[src/hdl/single_wire_sensor_reader_assert.svh]
// Assertion macros for the file that checks its own logic (the reader top).
`ifndef SINGLE_WIRE_SENSOR_READER_ASSERT_SVH
`define SINGLE_WIRE_SENSOR_READER_ASSERT_SVH

// Same-cycle implication, checked outside reset.
`define SWSR_ASSERT_NOW(lbl, ante, cons, msg) \
  lbl: assert property (@(posedge clk_i) disable iff (!rst_ni) (ante) |-> (cons)) \
    else $error(msg);

// Next-cycle implication, checked outside reset.
`define SWSR_ASSERT_NEXT(lbl, ante, cons, msg) \
  lbl: assert property (@(posedge clk_i) disable iff (!rst_ni) (ante) |=> (cons)) \
    else $error(msg);

`endif

[src/hdl/swsr_pkg.sv]
package swsr_pkg;

  // Bits taken by one byte read; bit i lands at position 7 - i.
  localparam int BITS_PER_READ = 8;
  localparam int BIT_IDX_W     = 3;

  typedef logic [1:0] op_t;
  localparam op_t OP_TICK = 2'd0;
  localparam op_t OP_PING = 2'd1;
  localparam op_t OP_READ = 2'd2;

  typedef logic [2:0] cfg_idx_t;
  localparam cfg_idx_t REG_START_LOW      = 3'd0;
  localparam cfg_idx_t REG_START_HIGH     = 3'd1;
  localparam cfg_idx_t REG_RESPONSE_WAIT  = 3'd2;
  localparam cfg_idx_t REG_RESPONSE_CHECK = 3'd3;
  localparam cfg_idx_t REG_BIT_SAMPLE     = 3'd4;

  localparam int CFG_DATA_W = 16;

  localparam logic [15:0] START_LOW_RST      = 16'd18000;
  localparam logic [7:0]  START_HIGH_RST     = 8'd30;
  localparam logic [7:0]  RESPONSE_WAIT_RST  = 8'd40;
  localparam logic [7:0]  RESPONSE_CHECK_RST = 8'd80;
  localparam logic [7:0]  BIT_SAMPLE_RST     = 8'd40;

  typedef struct packed {
    logic [15:0] start_low_us;
    logic [7:0]  start_high_us;
    logic [7:0]  response_wait_us;
    logic [7:0]  response_check_us;
    logic [7:0]  bit_sample_us;
  } cfg_t;

  typedef struct packed {
    logic       drive_enable;
    logic       drive_level;
    logic       busy_res;
    logic       done_res;
    logic       response_ok;
    logic [7:0] data_byte;
  } res_t;

  typedef enum logic [8:0] {
    PH_IDLE        = 9'b000000001,
    PH_START_LOW   = 9'b000000010,
    PH_START_HIGH  = 9'b000000100,
    PH_RESP_WAIT   = 9'b000001000,
    PH_RESP_CHECK  = 9'b000010000,
    PH_PING_END    = 9'b000100000,
    PH_BIT_HIGH    = 9'b001000000,
    PH_BIT_DELAY   = 9'b010000000,
    PH_BIT_LOW     = 9'b100000000
  } phase_e;

endpackage

[src/hdl/swsr_if.sv]
// Command word: one microsecond tick with its command and line sample.
interface swsr_in_if;
  import swsr_pkg::*;
  logic valid;
  logic ready;
  op_t  op;
  logic line_level;

  modport source (output valid, output op, output line_level, input ready);
  modport sink   (input valid, input op, input line_level, output ready);
endinterface

// Result word: line drive and status after the tick.
interface swsr_out_if;
  logic       valid;
  logic       ready;
  logic       drive_enable;
  logic       drive_level;
  logic       busy_res;
  logic       done_res;
  logic       response_ok;
  logic [7:0] data_byte;

  modport source (output valid, output drive_enable, output drive_level,
                  output busy_res, output done_res, output response_ok,
                  output data_byte, input ready);
  modport sink   (input valid, input drive_enable, input drive_level,
                  input busy_res, input done_res, input response_ok,
                  input data_byte, output ready);
endinterface

[src/hdl/swsr_seq.sv]
module swsr_seq (
  input  logic           clk_i,
  input  logic           rst_ni,
  input  logic           step_i,
  input  swsr_pkg::op_t  op_i,
  input  logic           line_level_i,
  input  swsr_pkg::cfg_t cfg_i,
  output swsr_pkg::res_t res_o
);
  import swsr_pkg::*;

  phase_e                 phase_q, phase_d;
  logic [15:0]            tick_q, tick_d;
  logic [BIT_IDX_W-1:0]   bit_q, bit_d;
  logic [7:0]             shift_q, shift_d;
  logic                   answered_q, answered_d;
  logic                   driven_q, driven_d;
  logic                   expired;
  logic                   last_bit;
  logic                   done;

  // A timed wait ends once the count is down to one (or zero).
  assign expired  = (tick_q <= 16'd1);
  assign last_bit = (({1'b0, bit_q} + 4'd1) >= 4'(BITS_PER_READ));

  always_comb begin
    phase_d    = phase_q;
    tick_d     = tick_q;
    bit_d      = bit_q;
    shift_d    = shift_q;
    answered_d = answered_q;
    driven_d   = driven_q;
    done       = 1'b0;
    if ((phase_q != PH_IDLE) && !expired) begin
      tick_d = tick_q - 16'd1;
    end
    unique case (phase_q)
      PH_IDLE: begin
        tick_d = tick_q;
        if (op_i == OP_PING) begin
          phase_d    = PH_START_LOW;
          tick_d     = cfg_i.start_low_us;
          driven_d   = 1'b1;
          answered_d = 1'b0;
        end else if (op_i == OP_READ) begin
          phase_d = PH_BIT_HIGH;
          bit_d   = '0;
          shift_d = '0;
        end
      end
      PH_START_LOW: begin
        if (expired) begin
          phase_d = PH_START_HIGH;
          tick_d  = 16'(cfg_i.start_high_us);
        end
      end
      PH_START_HIGH: begin
        if (expired) begin
          phase_d  = PH_RESP_WAIT;
          tick_d   = 16'(cfg_i.response_wait_us);
          driven_d = 1'b0;
        end
      end
      PH_RESP_WAIT: begin
        if (expired) begin
          if (!line_level_i) begin
            phase_d = PH_RESP_CHECK;
            tick_d  = 16'(cfg_i.response_check_us);
          end else begin
            phase_d = PH_PING_END;
          end
        end
      end
      PH_RESP_CHECK: begin
        if (expired) begin
          if (line_level_i) begin
            answered_d = 1'b1;
            phase_d    = PH_PING_END;
          end else begin
            phase_d = PH_IDLE;
            done    = 1'b1;
          end
        end
      end
      PH_PING_END: begin
        if (!line_level_i) begin
          phase_d = PH_IDLE;
          done    = 1'b1;
        end
      end
      PH_BIT_HIGH: begin
        tick_d = tick_q;
        if (line_level_i) begin
          phase_d = PH_BIT_DELAY;
          tick_d  = 16'(cfg_i.bit_sample_us);
        end
      end
      PH_BIT_DELAY: begin
        if (expired) begin
          if (line_level_i) begin
            // 7 - i on three bits is the complement of i
            shift_d[~bit_q] = 1'b1;
            phase_d         = PH_BIT_LOW;
          end else if (last_bit) begin
            phase_d = PH_IDLE;
            done    = 1'b1;
          end else begin
            bit_d   = bit_q + 1'b1;
            phase_d = PH_BIT_HIGH;
          end
        end
      end
      PH_BIT_LOW: begin
        tick_d = tick_q;
        if (!line_level_i) begin
          if (last_bit) begin
            phase_d = PH_IDLE;
            done    = 1'b1;
          end else begin
            bit_d   = bit_q + 1'b1;
            phase_d = PH_BIT_HIGH;
          end
        end
      end
      default: begin
        tick_d   = tick_q;
        phase_d  = PH_IDLE;
        driven_d = 1'b0;
      end
    endcase
  end

  always_comb begin
    res_o.drive_enable = driven_d;
    res_o.drive_level  = driven_d && (phase_d == PH_START_HIGH);
    res_o.busy_res     = (phase_d != PH_IDLE);
    res_o.done_res     = done;
    res_o.response_ok  = answered_d;
    res_o.data_byte    = shift_d;
  end

  always_ff @(posedge clk_i or negedge rst_ni) begin
    if (!rst_ni) begin
      phase_q    <= PH_IDLE;
      tick_q     <= '0;
      bit_q      <= '0;
      shift_q    <= '0;
      answered_q <= 1'b0;
      driven_q   <= 1'b0;
    end else if (step_i) begin
      phase_q    <= phase_d;
      tick_q     <= tick_d;
      bit_q      <= bit_d;
      shift_q    <= shift_d;
      answered_q <= answered_d;
      driven_q   <= driven_d;
    end
  end

endmodule

[src/hdl/single_wire_sensor_reader.sv]
// Host side of a single-wire temperature/humidity sensor link. Feed one command
// word per microsecond tick: op (plain tick, ping, byte read) plus the sampled
// data line level. Each accepted word yields exactly one result word that
// shows the line drive (drive_enable, drive_level), busy_res, done_res on the
// tick a command finishes, the latest ping outcome (response_ok) and the byte
// being assembled (data_byte, MSB first). Commands arriving while busy are
// ignored; waits on line edges have no timeout. Timing registers are written
// through the cfg port; the user must do so only while the block is idle,
// which the block itself does not enforce. A duration of zero acts as one tick.
// Throughput is one word per clock until a stalled output fills the output
// register and blocks the input. The sequencer state (phase, tick counter,
// bit index, shift byte) updates in a single pass per word; the result is
// written into the output register at the edge that takes the word and offered in the next cycle.
module single_wire_sensor_reader (
  input  logic                                clk_i,
  input  logic                                rst_ni,
  input  logic                                cfg_we_i,
  input  swsr_pkg::cfg_idx_t                  cfg_idx_i,
  input  logic [swsr_pkg::CFG_DATA_W-1:0]     cfg_data_i,
  swsr_in_if.sink                             in_i,
  swsr_out_if.source                          out_o
);
  import swsr_pkg::*;

  `include "single_wire_sensor_reader_assert.svh"

  cfg_t cfg_q;
  res_t seq_res;
  res_t res_q;
  logic out_valid_q;
  logic in_fire;

  // Take a new word whenever the output register is empty or draining.
  assign in_i.ready = !out_valid_q || out_o.ready;
  assign in_fire    = in_i.valid && in_i.ready;

  // Timing registers; unknown indexes drop the write.
  always_ff @(posedge clk_i or negedge rst_ni) begin
    if (!rst_ni) begin
      cfg_q.start_low_us      <= START_LOW_RST;
      cfg_q.start_high_us     <= START_HIGH_RST;
      cfg_q.response_wait_us  <= RESPONSE_WAIT_RST;
      cfg_q.response_check_us <= RESPONSE_CHECK_RST;
      cfg_q.bit_sample_us     <= BIT_SAMPLE_RST;
    end else if (cfg_we_i) begin
      unique case (cfg_idx_i)
        REG_START_LOW:      cfg_q.start_low_us      <= cfg_data_i;
        REG_START_HIGH:     cfg_q.start_high_us     <= cfg_data_i[7:0];
        REG_RESPONSE_WAIT:  cfg_q.response_wait_us  <= cfg_data_i[7:0];
        REG_RESPONSE_CHECK: cfg_q.response_check_us <= cfg_data_i[7:0];
        REG_BIT_SAMPLE:     cfg_q.bit_sample_us     <= cfg_data_i[7:0];
        default: ;
      endcase
    end
  end

  // Phase sequencer: advances once per accepted word.
  swsr_seq u_seq (
    .clk_i        (clk_i),
    .rst_ni       (rst_ni),
    .step_i       (in_fire),
    .op_i         (in_i.op),
    .line_level_i (in_i.line_level),
    .cfg_i        (cfg_q),
    .res_o        (seq_res)
  );

  // Output register: hold the result until the sink takes it.
  always_ff @(posedge clk_i or negedge rst_ni) begin
    if (!rst_ni) begin
      out_valid_q <= 1'b0;
    end else if (in_fire) begin
      out_valid_q <= 1'b1;
    end else if (out_o.ready) begin
      out_valid_q <= 1'b0;
    end
  end

  always_ff @(posedge clk_i) begin
    if (in_fire) begin
      res_q <= seq_res;
    end
  end

  assign out_o.valid        = out_valid_q;
  assign out_o.drive_enable = res_q.drive_enable;
  assign out_o.drive_level  = res_q.drive_level;
  assign out_o.busy_res     = res_q.busy_res;
  assign out_o.done_res     = res_q.done_res;
  assign out_o.response_ok  = res_q.response_ok;
  assign out_o.data_byte    = res_q.data_byte;

  `SWSR_ASSERT_NEXT(a_fire_fills_out, in_fire, out_valid_q, "accepted word produced no result")
  `SWSR_ASSERT_NOW(a_stall_blocks_in, out_valid_q && !out_o.ready, !in_i.ready, "input taken over a stalled result")
  `SWSR_ASSERT_NOW(a_level_needs_drive, out_valid_q && res_q.drive_level, res_q.drive_enable, "line level shown while released")
  `SWSR_ASSERT_NOW(a_done_not_busy, out_valid_q && res_q.done_res, !res_q.busy_res, "command finished but still busy")

endmodule

[src/flat_wrapper.sv]
// flat-port wrapper written by rule: the top's interface ports become plain ports
module single_wire_sensor_reader_flat import swsr_pkg::*;
  (clk_i, rst_ni, cfg_we_i, cfg_idx_i, cfg_data_i, in_i_valid, in_i_op, in_i_line_level, in_i_ready, out_o_valid, out_o_drive_enable, out_o_drive_level, out_o_busy_res, out_o_done_res, out_o_response_ok, out_o_data_byte, out_o_ready);
  swsr_in_if in_i_i ();
  swsr_out_if out_o_i ();
  input  logic clk_i;
  input  logic rst_ni;
  input  logic cfg_we_i;
  input  swsr_pkg::cfg_idx_t cfg_idx_i;
  input  logic [swsr_pkg::CFG_DATA_W-1:0] cfg_data_i;
  input wire logic [$bits(in_i_i.valid)-1:0] in_i_valid;
  input wire logic [$bits(in_i_i.op)-1:0] in_i_op;
  input wire logic [$bits(in_i_i.line_level)-1:0] in_i_line_level;
  output wire logic [$bits(in_i_i.ready)-1:0] in_i_ready;
  output wire logic [$bits(out_o_i.valid)-1:0] out_o_valid;
  output wire logic [$bits(out_o_i.drive_enable)-1:0] out_o_drive_enable;
  output wire logic [$bits(out_o_i.drive_level)-1:0] out_o_drive_level;
  output wire logic [$bits(out_o_i.busy_res)-1:0] out_o_busy_res;
  output wire logic [$bits(out_o_i.done_res)-1:0] out_o_done_res;
  output wire logic [$bits(out_o_i.response_ok)-1:0] out_o_response_ok;
  output wire logic [$bits(out_o_i.data_byte)-1:0] out_o_data_byte;
  input wire logic [$bits(out_o_i.ready)-1:0] out_o_ready;
  assign in_i_i.valid = in_i_valid;
  assign in_i_i.op = in_i_op;
  assign in_i_i.line_level = in_i_line_level;
  assign in_i_ready = in_i_i.ready;
  assign out_o_valid = out_o_i.valid;
  assign out_o_drive_enable = out_o_i.drive_enable;
  assign out_o_drive_level = out_o_i.drive_level;
  assign out_o_busy_res = out_o_i.busy_res;
  assign out_o_done_res = out_o_i.done_res;
  assign out_o_response_ok = out_o_i.response_ok;
  assign out_o_data_byte = out_o_i.data_byte;
  assign out_o_i.ready = out_o_ready;
  single_wire_sensor_reader u_core (.clk_i(clk_i), .rst_ni(rst_ni), .cfg_we_i(cfg_we_i), .cfg_idx_i(cfg_idx_i), .cfg_data_i(cfg_data_i), .in_i(in_i_i), .out_o(out_o_i));
endmodule
[config.mk]
export PLATFORM = sky130hd
export DESIGN_NAME = single_wire_sensor_reader_flat
export DESIGN_NICKNAME = d
export VERILOG_FILES = /design/src/hdl/swsr_pkg.sv /design/src/hdl/swsr_if.sv /design/src/hdl/swsr_seq.sv /design/src/hdl/single_wire_sensor_reader.sv /design/src/flat_wrapper.sv
export VERILOG_INCLUDE_DIRS = /design/src /design/src/hdl
export SDC_FILE = /design/constraint.sdc
export NUM_CORES = 1
export LEC_CHECK = 0
export BUFFER_PORTS_ARGS = -buffer_cell sky130_fd_sc_hd__buf_2
export CORE_ASPECT_RATIO = 1.75
export CORE_MARGIN = 3
export CORE_UTILIZATION = 50
export DETAILED_ROUTE_END_ITERATION = 6
export GPL_TIMING_DRIVEN = 0
export PLACE_DENSITY = 0.68
export SETUP_SLACK_MARGIN = 0.15
export SLEW_MARGIN = 20
export SYNTH_ARGS = -nofsm -noshare
export SYNTH_HDL_FRONTEND = slang
export SYNTH_HIERARCHICAL = 1
export SYNTH_SLANG_ARGS = --single-unit
[constraint.sdc]
create_clock -name clk_i -period 4.1 [get_ports clk_i]
set_clock_uncertainty 0.05 [all_clocks]
set_input_delay 0.205 -clock clk_i [delete_from_list [all_inputs] [get_ports clk_i]]
set_output_delay 0.205 -clock clk_i [all_outputs]
set_load 0.02 [all_outputs]
==> metrics.txt <==
I/O pin total between 40 and 50; Crit Path Max Fanout 10; crit share post-route between 90% and 100%; Hold WS ~0.021 ns; Max Cap Viol 0; 1st-iter DRT viols between 300 and 400; Syn Inst Count 520; VDD IR-drop max between 0.3 and 0.4 mV; CTS tree done; max-slew violation count 0; Final Critical Period between 3 and 4 ns; WL/cell roughly 21 µm; vias in the first global route roughly 4600; static leakage between 2 and 3 nW; Mapped Area roughly 5400 µm²; CORE AREA ~10000 µm²; synth unique cells between 60 and 70; crit path launch u_core/u_seq/phase_q[7]; commonest non-fill, non-tap cell in the layout dfrtp_1; CP endpoint kind register; GRT Total Usage between 20% and 30%; Synth top area share 32.8%; status completed; Syn. warnings 6; Final nets 604; Worst-Margin Slew approximately 1.1 ns; Synth async-reset ratio 87.0%; routed vias/inst roughly 6.4; Final ANT Viol Nets 0; FILL cells 930; most common flop cell mapped by yosys dfrtp_1; layout cells sized above 1 26.8%; final setup violation count 0; Tightest Hold Check Type input pin to register; Crit Path Category register to register; Syn Nets 550; RSZ-0062 raised after global routing false; # diodes 0; most frequent cells in the layout dfrtp_1, buf_2, mux2_2; register bit count reported by yosys 100; power per cell area 602 nW/µm²; DRC Markers 0; Critical Path AT 3.90 ns; largest net degree at the start of global routing 56; Slew headroom between 20% and 30%; Worst-Skew Late Latency roughly 0.35 ns; Clock transition at path regs 0.07 ns; Max Root-Sink Buffers 2; crit start category register; FF-to-FF Start u_core/u_seq/phase_q[7]; CTS sink cnt 100; DR vias approximately 4500; H-tree Lvls 3; Congestion Overflow GR 0; hold path startpoint in_i_valid; IO buf count 41; Setup Buffers After CTS 0; syn avg cell area roughly 10 µm²; die width approximately 85 µm; initial core utilization approximately half; synth top area cells dfrtp_1, mux2_2, dfstp_2; initial antenna violation count 0; CP Data Required Time between 4 and 5 ns; CTS buffer count 9; Pre-antenna DRT Iters 6; CTS Root Cell clkbuf_16; DRT Wirelength 14700 µm; largest area contributor in the netlist dfrtp_1; Seq/Total Area, Yosys between 40% and 50%; final hold viol count 0; DP HPWL between 10000 and 15000 µm; Final Wtd Congestion a little over 0.9; Post-synth EDFFs 13; Die ar. around 12000 µm²; Die Y around 140 µm; row cnt 49; aggregate negative setup slack 0 ns; Fmax achieved roughly 270 MHz; Area growth, synth to finish 12.6%; first-pass GRT wire length 23500 µm
==> cell usage after synthesis, drive strengths merged, types with 3 or more instances <==
library cell / n
a2111oi: 3
a211oi: 5
a21oi: 23
a22o: 12
a22oi: 13
a31oi: 10
and2: 3
and3: 3
and4: 3
buf: 16
clkbuf: 21
dfrtp: 71
dfstp: 16
edfxtp: 13
ha: 3
inv: 15
mux2: 49
nand2: 18
nand2b: 8
nand3: 9
nand4: 6
nor2: 46
nor2b: 4
nor3: 20
nor4: 11
nor4bb: 3
o2111ai: 3
o211a: 3
o211ai: 4
o21a: 4
o21ai: 35
o22ai: 4
o2bb2ai: 8
or2: 7
or3: 3
or4: 7
xor2: 8
==> registers in the layout, summed over array words and instances (netlist names) <==
signal	count
u_core/cfg_q	48
u_core/out_o.busy_res	1
u_core/out_o.data_byte	8
u_core/out_o.done_res	1
u_core/out_o.drive_enable	1
u_core/out_o.drive_level	1
u_core/out_o.response_ok	1
u_core/out_o.valid	1
u_core/u_seq/answered_q	1
u_core/u_seq/bit_q	3
u_core/u_seq/driven_q	1
u_core/u_seq/phase_q	9
u_core/u_seq/shift_q	8
u_core/u_seq/tick_q	16
==> where the power goes <==
| group | total, mW | switching [mW] | internal (mW) |
|---|---|---|---|
| Clock | 0.822 | 0.400 | 0.423 |
| Sequential | 1.39 | 0.142 | 1.25 |
| Combinational | 1.46 | 0.905 | 0.551 |
| Total | 3.67 | 1.45 | 2.23 |
==> final timing paths <==
path | slack, ns | cells after the start | to
min in group asynchronous | 0.38 | 2 | u_core/u_seq/phase_q[8]
worst min register to register | 0.45 | 2 | u_core/u_seq/shift_q[4]
worst max-delay path | 0.36 | 8 | u_core/u_seq/tick_q[8]
max in group asynchronous | 2.90 | 3 | u_core/cfg_q[46]
worst max register to register | 0.36 | 8 | u_core/u_seq/tick_q[8]
worst min-delay path | 0.02 | 2 | u_core/out_o.valid
==> metrics by stage <==
step                      power, mW  std cells  utilization, %  area [µm²]  worst slack (ns)
final                          3.67        706            58.5        6100             0.362
after detailed placement       2.83        689            55.7        5810             0.609
after CTS                      3.66        706            58.5        6100             0.604
after floorplan                2.40        520               -        5420              1.46
after global routing           3.87        706            58.5        6100             0.228
after global placement         2.78        688            55.5        5780             0.630
==> worst max-delay path, cell delays in order, from the launching register on <==
cell	delay (ns)
dfrtp_1	0.39
clkbuf_1	0.24
nor4_1	0.95
o2111ai_1	0.44
o211ai_1	0.39
o2111ai_1	0.45
clkbuf_1	0.38
a21oi_1	0.19
o22ai_1	0.10
==> per-layer routing <==
layer	up-vias	global-route usage, %	routed length (µm)
met2	173	45.1	7980
met4	0	13.8	686
met3	49	4.25	794
li1	2065	-	-
met1	2223	27.4	5280
met5	-	0	0
==> what timing repair did <==
action,CTS,global route
endpoints found under the hold margin,41,0
hold buffers,1,0
resized for setup,0,0
==> kinds of logic after synthesis <==
kind of cell	share of synthesized area, %
AOI/OAI and AO/OA	18.7
adders and majority gates	0.693
buffers and inverters	4.23
DFF	47.8
muxes	10.6
xor gates and xnor gates	1.62
and+or+nand+nor	16.4
==> layout make-up <==
cell class / instances / area (µm²) / share of cell area (%)
Sequential cell: 100 / 2590 / 42.4
Clock inverter: 7 / 57.6 / 0.943
Clock buffer: 9 / 225 / 3.69
Buffer: 37 / 173 / 2.83
Inverter: 15 / 56.3 / 0.923
Multi-Input combinational cell: 368 / 2610 / 42.7
Timing Repair Buffer: 43 / 238 / 3.90
Tap cell: 127 / 159 / 2.60
(Power assumes the default switching activity.)
